==> src/sv/mapg_pkg.sv <==
// Shared types and constants for the memory access pattern generator.
package mapg_pkg;

    localparam int unsigned ADDR_W      = 30;
    localparam int unsigned MODE_W      = 3;
    localparam int unsigned LEN_W       = 31;
    localparam int unsigned CNT_W       = 31;
    localparam int unsigned WORD_W      = 32;
    localparam int unsigned CFG_DATA_W  = 32;
    localparam int unsigned CFG_IDX_W   = 2;
    localparam int unsigned BYTE_W      = 8;

    localparam int unsigned SEED_WORDS  = 4;
    localparam int unsigned SEED_IDX_W  = $clog2(SEED_WORDS);
    localparam int unsigned REM_STEPS   = WORD_W;
    localparam int unsigned STEP_W      = $clog2(REM_STEPS);

    localparam logic [BYTE_W-1:0] WRITE_BYTE    = 8'h12;
    localparam logic [WORD_W-1:0] SPARSE_OFFSET = 32'd65;
    localparam logic [WORD_W-1:0] SEED_MULT     = 32'd1812433253;
    localparam int unsigned       SEED_SHIFT    = 30;
    localparam int unsigned       XS_SHIFT_A    = 11;
    localparam int unsigned       XS_SHIFT_B    = 19;
    localparam int unsigned       XS_SHIFT_C    = 8;

    localparam logic [LEN_W-1:0]  LEN_RESET     = 31'd1073741824;
    localparam logic [CNT_W-1:0]  COUNT_RESET   = 31'd1;
    localparam logic [MODE_W-1:0] MODE_RESET    = 3'd4;

    typedef enum logic [CFG_IDX_W-1:0] {
        REG_MODE   = 2'd0,
        REG_LENGTH = 2'd1,
        REG_COUNT  = 2'd2,
        REG_SEED   = 2'd3
    } cfg_reg_t;

    typedef enum logic [1:0] {
        PAT_SEQ    = 2'd0,
        PAT_SPARSE = 2'd1,
        PAT_RANDOM = 2'd2,
        PAT_SPARE  = 2'd3
    } pattern_t;

    typedef enum logic [2:0] {
        ST_INIT,
        ST_IDLE,
        ST_SEED,
        ST_GEN,
        ST_REM,
        ST_DONE
    } state_t;

    typedef struct packed {
        logic                  seed_step;
        logic                  seed_zero;
        logic [SEED_IDX_W-1:0] seed_idx;
        logic                  gen;
        logic                  rem_step;
        logic                  out_load;
    } dp_cmd_t;

endpackage

==> src/sv/memory_access_pattern_generator_core.sv <==
// Top level of the memory access pattern generator: configuration registers and core wiring.
//
//   Channel   Signals                                    Direction
//   in        in_valid, in_ready, restart                request in
//   out       out_valid, out_ready, address, is_write,   request out
//             write_byte, last
//   cfg       cfg_wr_en, cfg_index, cfg_data             register write
//
// An accepted request passes through the generate state, the 32-step radix-2 remainder
// by the region length and the done state before its result is registered; with restart
// the seed state comes first. A new request is taken only after the previous one leaves the
// done state. After reset the four generator words are seeded from zero before the first
// request is taken. A result waits in the output register while the next request is
// taken; a stalled output holds the finished request in its last state.
module memory_access_pattern_generator_core
#(
    parameter int unsigned ADDR_BITS = 30
)
(
    input  logic                                  clk,
    input  logic                                  rst_n,
    input  logic                                  in_valid,
    output logic                                  in_ready,
    input  logic                                  restart,
    output logic                                  out_valid,
    input  logic                                  out_ready,
    output logic [mapg_pkg::ADDR_W-1:0]           address,
    output logic                                  is_write,
    output logic [mapg_pkg::BYTE_W-1:0]           write_byte,
    output logic                                  last,
    input  logic                                  cfg_wr_en,
    input  logic [mapg_pkg::CFG_IDX_W-1:0]        cfg_index,
    input  logic [mapg_pkg::CFG_DATA_W-1:0]       cfg_data
);

    logic [mapg_pkg::MODE_W-1:0] mode_reg;
    logic [mapg_pkg::LEN_W-1:0]  length_reg;
    logic [mapg_pkg::CNT_W-1:0]  count_reg;
    logic [mapg_pkg::WORD_W-1:0] seed_reg;
    mapg_pkg::dp_cmd_t           cmd;

    always_ff @(posedge clk or negedge rst_n)
    begin
        if (!rst_n)
        begin
            mode_reg   <= mapg_pkg::MODE_RESET;
            length_reg <= mapg_pkg::LEN_RESET;
            count_reg  <= mapg_pkg::COUNT_RESET;
            seed_reg   <= '0;
        end
        else if (cfg_wr_en)
        begin
            unique case (mapg_pkg::cfg_reg_t'(cfg_index))
                mapg_pkg::REG_MODE:   mode_reg   <= cfg_data[mapg_pkg::MODE_W-1:0];
                mapg_pkg::REG_LENGTH: length_reg <= cfg_data[mapg_pkg::LEN_W-1:0];
                mapg_pkg::REG_COUNT:  count_reg  <= cfg_data[mapg_pkg::CNT_W-1:0];
                mapg_pkg::REG_SEED:   seed_reg   <= cfg_data;
                default:              seed_reg   <= seed_reg;
            endcase
        end
    end

    mapg_ctrl u_ctrl
    (
        .clk       (clk),
        .rst_n     (rst_n),
        .in_valid  (in_valid),
        .in_ready  (in_ready),
        .restart   (restart),
        .out_valid (out_valid),
        .out_ready (out_ready),
        .cmd       (cmd)
    );

    mapg_datapath #(
        .ADDR_BITS (ADDR_BITS)
    ) u_datapath
    (
        .clk           (clk),
        .cmd           (cmd),
        .access_mode   (mode_reg),
        .region_length (length_reg),
        .access_count  (count_reg),
        .seed_value    (seed_reg),
        .address       (address),
        .is_write      (is_write),
        .write_byte    (write_byte),
        .last          (last)
    );

endmodule

==> src/sv/mapg_ctrl.sv <==
// Controller state machine that sequences seeding, generation, remainder and output.
module mapg_ctrl
(
    input  logic               clk,
    input  logic               rst_n,
    input  logic               in_valid,
    output logic               in_ready,
    input  logic               restart,
    output logic               out_valid,
    input  logic               out_ready,
    output mapg_pkg::dp_cmd_t  cmd
);

    localparam int unsigned SW = mapg_pkg::STEP_W;

    mapg_pkg::state_t state_reg;
    mapg_pkg::state_t state_next;
    logic [SW-1:0]    step_reg;
    logic [SW-1:0]    step_next;
    logic             out_valid_reg;
    logic             out_valid_next;

    always_ff @(posedge clk or negedge rst_n)
    begin
        if (!rst_n)
        begin
            state_reg     <= mapg_pkg::ST_INIT;
            step_reg      <= '0;
            out_valid_reg <= 1'b0;
        end
        else
        begin
            state_reg     <= state_next;
            step_reg      <= step_next;
            out_valid_reg <= out_valid_next;
        end
    end

    always_comb
    begin
        state_next   = state_reg;
        step_next    = step_reg;
        in_ready     = 1'b0;
        cmd          = '0;
        cmd.seed_idx = step_reg[mapg_pkg::SEED_IDX_W-1:0];
        unique case (state_reg)
            mapg_pkg::ST_INIT:
            begin
                cmd.seed_step = 1'b1;
                cmd.seed_zero = 1'b1;
                if (step_reg == SW'(mapg_pkg::SEED_WORDS - 1))
                begin
                    state_next = mapg_pkg::ST_IDLE;
                    step_next  = '0;
                end
                else
                begin
                    step_next = step_reg + SW'(1);
                end
            end
            mapg_pkg::ST_IDLE:
            begin
                in_ready  = 1'b1;
                step_next = '0;
                if (in_valid)
                begin
                    state_next = restart ? mapg_pkg::ST_SEED : mapg_pkg::ST_GEN;
                end
            end
            mapg_pkg::ST_SEED:
            begin
                cmd.seed_step = 1'b1;
                if (step_reg == SW'(mapg_pkg::SEED_WORDS - 1))
                begin
                    state_next = mapg_pkg::ST_GEN;
                    step_next  = '0;
                end
                else
                begin
                    step_next = step_reg + SW'(1);
                end
            end
            mapg_pkg::ST_GEN:
            begin
                cmd.gen    = 1'b1;
                state_next = mapg_pkg::ST_REM;
                step_next  = '0;
            end
            mapg_pkg::ST_REM:
            begin
                cmd.rem_step = 1'b1;
                if (step_reg == SW'(mapg_pkg::REM_STEPS - 1))
                begin
                    state_next = mapg_pkg::ST_DONE;
                    step_next  = '0;
                end
                else
                begin
                    step_next = step_reg + SW'(1);
                end
            end
            mapg_pkg::ST_DONE:
            begin
                if (!out_valid_reg || out_ready)
                begin
                    cmd.out_load = 1'b1;
                    state_next   = mapg_pkg::ST_IDLE;
                end
            end
            default:
            begin
                state_next = mapg_pkg::ST_IDLE;
            end
        endcase
    end

    always_comb
    begin
        out_valid_next = out_valid_reg;
        if (cmd.out_load)
        begin
            out_valid_next = 1'b1;
        end
        else if (out_ready)
        begin
            out_valid_next = 1'b0;
        end
    end

    assign out_valid = out_valid_reg;

endmodule

==> src/sv/mapg_datapath.sv <==
// Datapath with generator words, run index, radix-2 remainder unit and output register.
module mapg_datapath
#(
    parameter int unsigned ADDR_BITS = 30
)
(
    input  logic                              clk,
    input  mapg_pkg::dp_cmd_t                 cmd,
    input  logic [mapg_pkg::MODE_W-1:0]       access_mode,
    input  logic [mapg_pkg::LEN_W-1:0]        region_length,
    input  logic [mapg_pkg::CNT_W-1:0]        access_count,
    input  logic [mapg_pkg::WORD_W-1:0]       seed_value,
    output logic [mapg_pkg::ADDR_W-1:0]       address,
    output logic                              is_write,
    output logic [mapg_pkg::BYTE_W-1:0]       write_byte,
    output logic                              last
);

    localparam int unsigned AW = mapg_pkg::ADDR_W;
    localparam int unsigned WW = mapg_pkg::WORD_W;
    localparam int unsigned LW = mapg_pkg::LEN_W;
    localparam int unsigned CW = mapg_pkg::CNT_W;
    localparam logic [AW-1:0] ADDR_MASK = (ADDR_BITS >= AW) ? {AW{1'b1}}
                                        : AW'((64'd1 << ADDR_BITS) - 64'd1);

    logic [WW-1:0]          rng_reg [mapg_pkg::SEED_WORDS];
    logic [WW-1:0]          seed_reg;
    logic [CW-1:0]          idx_reg;
    logic [CW-1:0]          idx_next;
    logic [WW-1:0]          dvd_reg;
    logic [LW-1:0]          rem_reg;
    logic                   last_pend_reg;
    logic                   last_next;
    logic [AW-1:0]          address_reg;
    logic                   is_write_reg;
    logic [mapg_pkg::BYTE_W-1:0] write_byte_reg;
    logic                   last_reg;

    logic [WW-1:0]          seed_src;
    logic [WW-1:0]          seed_mix;
    logic [WW-1:0]          seed_prod;
    logic [WW-1:0]          seed_next;
    logic [WW-1:0]          xs_t;
    logic [WW-1:0]          xs_w;
    logic [WW-1:0]          xs_new;
    logic [WW-1:0]          raw;
    logic [CW-1:0]          count_eff;
    logic [WW-1:0]          idx_plus;
    logic [WW-1:0]          trial;
    logic [WW-1:0]          len_ext;
    logic                   write_flag;
    mapg_pkg::pattern_t     pattern;

    // Seeding recurrence: one multiplication per cycle, one generator word per step.
    always_comb
    begin
        if (cmd.seed_idx == '0)
        begin
            seed_src = cmd.seed_zero ? '0 : seed_value;
        end
        else
        begin
            seed_src = seed_reg;
        end
        seed_mix  = seed_src ^ (seed_src >> mapg_pkg::SEED_SHIFT);
        seed_prod = mapg_pkg::SEED_MULT * seed_mix;
        seed_next = seed_prod + WW'(cmd.seed_idx) + WW'(1);
    end

    always_comb
    begin
        xs_t   = rng_reg[0] ^ (rng_reg[0] << mapg_pkg::XS_SHIFT_A);
        xs_w   = rng_reg[3];
        xs_new = (xs_w ^ (xs_w >> mapg_pkg::XS_SHIFT_B))
               ^ (xs_t ^ (xs_t >> mapg_pkg::XS_SHIFT_C));
    end

    assign pattern = mapg_pkg::pattern_t'(access_mode[mapg_pkg::MODE_W-1:1]);

    always_comb
    begin
        unique case (pattern)
            mapg_pkg::PAT_SEQ:    raw = WW'(idx_reg);
            mapg_pkg::PAT_SPARSE: raw = WW'(idx_reg) + mapg_pkg::SPARSE_OFFSET;
            default:              raw = xs_new;
        endcase
    end

    always_comb
    begin
        count_eff = (access_count == '0) ? CW'(1) : access_count;
        idx_plus  = WW'(idx_reg) + WW'(1);
        last_next = (idx_plus >= WW'(count_eff));
        idx_next  = last_next ? '0 : idx_plus[CW-1:0];
    end

    // One restoring remainder step: shift in the next dividend bit and subtract if it fits.
    always_comb
    begin
        len_ext = WW'(region_length);
        trial   = {rem_reg, dvd_reg[WW-1]};
    end

    assign write_flag = ~access_mode[0];

    always_ff @(posedge clk)
    begin
        if (cmd.seed_step)
        begin
            rng_reg[cmd.seed_idx] <= seed_next;
            seed_reg              <= seed_next;
            if (cmd.seed_idx == '0)
            begin
                idx_reg <= '0;
            end
        end
        if (cmd.gen)
        begin
            if (pattern == mapg_pkg::PAT_RANDOM || pattern == mapg_pkg::PAT_SPARE)
            begin
                rng_reg[0] <= rng_reg[1];
                rng_reg[1] <= rng_reg[2];
                rng_reg[2] <= rng_reg[3];
                rng_reg[3] <= xs_new;
            end
            dvd_reg       <= raw;
            rem_reg       <= '0;
            last_pend_reg <= last_next;
            idx_reg       <= idx_next;
        end
        if (cmd.rem_step)
        begin
            dvd_reg <= dvd_reg << 1;
            if (trial >= len_ext)
            begin
                rem_reg <= LW'(trial - len_ext);
            end
            else
            begin
                rem_reg <= trial[LW-1:0];
            end
        end
        if (cmd.out_load)
        begin
            address_reg    <= (region_length == '0) ? '0 : (rem_reg[AW-1:0] & ADDR_MASK);
            is_write_reg   <= write_flag;
            write_byte_reg <= write_flag ? mapg_pkg::WRITE_BYTE : '0;
            last_reg       <= last_pend_reg;
        end
    end

    assign address    = address_reg;
    assign is_write   = is_write_reg;
    assign write_byte = write_byte_reg;
    assign last       = last_reg;

endmodule

==> config.mk <==
export PLATFORM = sky130hd
export DESIGN_NAME = memory_access_pattern_generator_core
export DESIGN_NICKNAME = d
export VERILOG_FILES = /design/src/sv/mapg_pkg.sv /design/src/sv/memory_access_pattern_generator_core.sv /design/src/sv/mapg_ctrl.sv /design/src/sv/mapg_datapath.sv
export SDC_FILE = /design/constraint.sdc
export NUM_CORES = 1
export LEC_CHECK = 0
export ABC_AREA = 1
export BUFFER_PORTS_ARGS = -buffer_cell sky130_fd_sc_hd__buf_2
export CAP_MARGIN = 20
export CORE_UTILIZATION = 50
export CTS_CLUSTER_DIAMETER = 150
export DETAILED_ROUTE_END_ITERATION = 8
export PLACE_DENSITY = 0.74
export REMOVE_ABC_BUFFERS = 1
export SLEW_MARGIN = 15
export SYNTH_ARGS = -nofsm -noshare
export SYNTH_HDL_FRONTEND = slang
export SYNTH_HIERARCHICAL = 1
export SYNTH_SLANG_ARGS = --single-unit
==> constraint.sdc <==
create_clock -name clk -period 17 [get_ports clk]
set_input_delay 3.4 -clock clk [delete_from_list [all_inputs] [get_ports clk]]
set_output_delay 3.4 -clock clk [all_outputs]
set_load 0.01 [all_outputs]
# Yosys cells after proc, flatten, opt, wreduce, memory -nomap -nowiden
# Memories as Yosys holds them, arrays and structs flattened.
# Index checks and enable logic that the tools add are counted.
[classes]
magnitude_cmp = 2
eq_ne = 18
addsub = 6
reduce_logical = 23
n_bitwise = 6
muxes = 41
n_mul = 1
[ops]
columns = ["cell", "n"]
rows = [
  ["two-way mux 31 bit", 8],
  ["two-way mux 32 bit", 5],
  [">= comparator 32 x 31 -> 1 bit", 2],
  ["one-hot mux 32 bit (2 select lines)", 1],
  ["bitwise XOR 32 bit", 2],
  ["logical NOT 31 bit", 2],
  ["adder 31 x 1 -> 32 bit, second input constant", 1],
  ["adder 31 x 7 -> 32 bit, second input constant", 1],
  ["adder 32 x 1 -> 32 bit, second input constant", 1],
  ["adder 32 x 2 -> 32 bit", 1],
  ["multiplier 31 x 32 -> 32 bit, first input constant", 1],
  ["OR reduction 32 bit", 1],
  ["bitwise XOR 32 x 13 -> 32 bit", 1],
  ["bitwise XOR 32 x 2 -> 32 bit", 1],
  ["bitwise XOR 32 x 24 -> 32 bit", 1],
  ["subtractor 31 bit", 1],
  ["one-hot mux 3 bit (6 select lines)", 1],
  ["two-way mux 1 bit", 16],
  ["two-way mux 3 bit", 5],
  ["two-way mux 5 bit", 3],
  ["one-hot mux 5 bit (3 select lines)", 1],
  ["AND reduction 2 bit", 5],
  ["== test 2 bit, second input constant", 4],
  ["inequality test 2 x 1 -> 1 bit, second input constant", 4],
  ["other kinds (18)", 28],
]
[word_totals]
output_inout_bits = 42
inputBits = 40
mem_bits_rw = 128
ff_bits = 273
word_cells = 115
memories = 1
[mem_list]
columns = ["memory", "depth", "width", "read_ports", "rd_ports_with_merged_regs", "wr", "line", "source"]
rows = [
  ["u_datapath.rng_reg", 4, 32, 4, 0, 4, "mapg_datapath.sv:26", "logic [WW-1:0] rng_reg [mapg_pkg::SEED_WORDS];"],
]

# Longest topological paths before layout
[logic_depth]
ltp_word = 9
mapped_depth = 36
ltp_nobuf = 35

# Modules after synthesis
# Netlist, hierarchy kept.
[by_module_without_submodules]
columns = ["mod", "instances", "cells_per_inst", "area_each_um2", "seq_area_each_um2"]
rows = [
  ["mapg_datapath", 1, 2806, 25092.8, 8608.3],
  ["memory_access_pattern_generator_core", 1, 435, 3977.6, 2431.1],
  ["mapg_ctrl", 1, 92, 599.3, 225.2],
]

# Worst setup path after synthesis
# No wires, ideal clock.
[synth_timing]
path_type = "register -> register"
startpoint = "reg u_ctrl.step_reg[1]"
endpoint = "mem u_datapath/rng_reg[3][26] in the netlist's numbering (data pin)"
setup_ps = 264
t_required_ps = 16736
path_slack_ps = 9609
path_buffers = 4
arrival_time_ps = 7127
period_less_slack_ps = 7391
path_stages_with_launch = 36
cell_sequence = "dfrtp_1 > buf_4 > nor2_4 > buf_6 > clkbuf_1 > clkbuf_1 > a31oi_1 > inv_1 > ha_1 > ha_1 > fa_1 > inv_1 > fa_1 > inv_1 > fa_1 > inv_1 > fa_1 > inv_1 > fa_1 > inv_1 > fa_1 > inv_1 > ha_1 > nand2_1 > inv_2 > nand2_1 > nor2_1 > nand4_1 > nand3_1 > nand2_1 > nand2_1 > nand2_1 > nand2_1 > xor2_1 > nand2_1 > o21ai_0"
[synth_lines]
columns = ["item", "line", "source"]
rows = [
  ["start, declared", "mapg_ctrl.sv:18", "logic [SW-1:0] step_reg;"],
  ["start signal, assigned", "mapg_ctrl.sv:34", "step_reg <= step_next;"],
  ["end, declared", "mapg_datapath.sv:26", ""],
]

==> results by group <==
STA
  – Final hold vios: 0
  – Fmax: 0.114 GHz
  – Max-slew headroom: 33.5%
  – Setup Viol. Count Final: 0
  – Pins Over Slew Limit: 0
  – Tcrit/Tclk final: 51.5%
  – Final setup skew: 22.9 ps
  – Post-route minimum period: 8750 ps
  – TNS Setup: 0 ps
  – RSZ-0062 raised after global routing: no
  – Least-Margin Pin Slew: 994 ps

Critical path
  – Reg2reg start: u_ctrl/state_reg[1]
  – Largest fanout on the critical path: 30
  – R2R cell count: 33
  – Crit. End Element: register
  – Largest stage delay, worst path: 580 ps
  – CP arrival: 9040 ps
  – Crit-path slowest cell: nor4_1
  – FF-to-FF End: u_datapath/rng_reg[3][28]
  – Setup crit start kind: register
  – R2r setup slk: 8250 ps
  – WS Path Type: reg2reg
  – Req. time, crit path: 17290 ps

Logic synthesis
  – Syn avg cell area: 8.90 µm²
  – Yosys cell types: 61
  – Post-Syn Area: 29700 µm²
  – Sequential element share of the synthesized area: 38.0%
  – Post-Syn Instances: 3333
  – Fraction of synthesis flops using an asynchronous set or reset pin: 27.0%
  – Synth Warn #: 6
  – Post-synth EDFFs: 286
  – Ys flop type: edfxtp_1
  – Yosys reg bits: 393

Global route
  – Vias in the first global route: 22100
  – Largest net degree at the start of global routing: 102
  – Gr usage total: 26.5%
  – Remaining Overflow, GRT: 0
  – Initial antenna violation count: 0
  – First-pass GRT wire length: 123 mm

Drt
  – Routed Antenna Nets: 0
  – DRT iter0 DRCs: 2320
  – Vias: 23100
  – DR pass1 iterations: 5
  – Drt total wl: 79.8 mm
  – Vias/cell: 5.53
  – Drt wl/cell: 19.1 µm
  – # DRC: 0

Die
  – Initial core utilization: 51.0%
  – Core Box Area: 58100 µm²
  – # rows: 88
  – Die W: 246 µm
  – Die Y: 246 µm
  – I/O pin cnt: 82
  – Die Area: 60300 µm²

Clock network
  – H-Tree Depth: 2
  – CTS tree: done
  – Longest Clk Path Bufs: 3
  – Clk_lat worst skew: 570 ps
  – Cts hold-fix bufs: 0
  – # Post-CTS Setup Buffers: 0
  – Resized Gates After CTS: 0
  – CTS Buf Count: 43
  – Clock Sinks: 393
  – Clock Pin Slew Worst Setup and Hold Paths: 60 ps
  – Root buffer cell: clkbuf_16

Layout
  – Count of non-filler cells in the finished layout: 4177
  – # nets final: 3844
  – Area grow syn2layout: 8.61%
  – Final Instance Area: 32200 µm²
  – Diode count: 0
  – Max reg flops: 128
  – Layout cells sized above 1: 7.85%
  – Layout Utilization: 55.4%

Hold path
  – Hold_sp: length_reg[29]
  – Hold Path End: length_reg[29]
  – Worst hold path stage count: 2
  – Hold Crit Class: reg2reg

Place
  – Placed cell count: 4095
  – DP HPWL: 61.2 mm
  – Gpl congestion: 0.969
  – Port Buffers: 75
  – Placed Instance Area: 30700 µm²

Job
  – Max Cap Viol: 0

Run status
  – Status: finished, final reports clean
[metrics by stage]
step / hold WS [ps] / worst slack, ps
finish: 469 / 8250
global route: 495 / 7890
CTS: 465 / 8450
detailed placement: 455 / 8470
global placement: 453 / 8560
floorplan: 400 / 9410
[routing by layer]
layer	share of wire, %	track usage (%)
met1	42	36.2
met2	47	42.7
met3	7.9	3.84
met4	3.7	9.79
met5	0	0
[final cells by class]
| cell class | instances | area, µm² |
|---|---|---|
| fill | 5219 | 25900 |
| multi-input combinational | 2256 | 15800 |
| sequential | 393 | 11300 |
| inverter | 585 | 2200 |
| clock buffer | 57 | 1240 |
| tap | 765 | 957 |
| timing repair buffer | 98 | 583 |
| clock inverter | 23 | 200 |
[worst max-delay path: cells and delay by family, from the launching register on]
family	cells	cell delay, ps
buffers and inverters	8	1270
flip-flops	1	430
adder cells (fa/ha/maj)	9	3720
AO/OA/AOI/OAI	4	690
AND/OR/NAND/NOR	10	2000
XOR/XNOR	2	320
[worst max path at each step]
| stage | startpoint | endpoint |
|---|---|---|
| floorplan | u_ctrl/state_reg[1] | u_datapath/rng_reg[3][27] |
| global placement | u_ctrl/state_reg[1] | u_datapath/rng_reg[3][28] |
| detailed placement | u_ctrl/state_reg[1] | u_datapath/rng_reg[3][28] |
| CTS | u_ctrl/state_reg[1] | u_datapath/rng_reg[3][28] |
| global route | u_ctrl/state_reg[1] | u_datapath/rng_reg[3][28] |
| finish | u_ctrl/state_reg[1] | u_datapath/rng_reg[3][28] |
[cell families after synthesis]
group	count (synthesis)	share of synthesized area, %
simple gates	1287	18.9
buf+inv	689	9.13
fa+ha+maj	427	21.8
flops	393	38.0
compound gates	358	6.96
xor+xnor	178	5.25
other cells	1	0.0126
[layout by cell type, fill, tap and decap left out, drive strengths merged, types with 3 or more instances in the layout]
cell type / synthesis / final
o22ai: 3 / 3
or2: 8 / 8
a21boi: 3 / 3
nand4: 118 / 118
conb: 1 / 6
dfstp: 3 / 3
clkinv: 3 / 16
o211ai: 5 / 5
dfrtp: 103 / 103
nand2: 811 / 811
a21oi: 125 / 125
nand3: 100 / 100
a21o: 12 / 12
inv: 582 / 587
a32o: 10 / 10
edfxtp: 286 / 286
ha: 279 / 279
xnor2: 66 / 66
and2: 5 / 5
xor2: 112 / 112
clkinvlp: 0 / 3
o21a: 4 / 4
buf: 57 / 98
nor4: 22 / 22
o31ai: 4 / 4
nand3b: 3 / 3
nor3: 30 / 30
nor2: 186 / 186
a211oi: 6 / 6
o221ai: 3 / 3
clkbuf: 47 / 57
o21ai: 145 / 145
a22o: 4 / 4
o21bai: 15 / 15
a31oi: 16 / 16
fa: 148 / 148
[cell usage after synthesis, drive strengths merged, types with 30 or more instances]
library cell    n  area [µm²]
o21ai         145         744
nor2          186         801
nand4         118         753
xnor2          66         578
nor3           30         155
a21oi         125         637
edfxtp        286        8590
xor2          112         981
nand3         100         533
inv           582        2180
fa            148        2960
ha            279        3490
clkbuf         47         178
buf            57         335
nand2         811        3070
dfrtp         103        2580
Power is left out: the tool's default activity adds up to more than one toggle a clock period on the data nets, which glitch-free logic cannot reach.
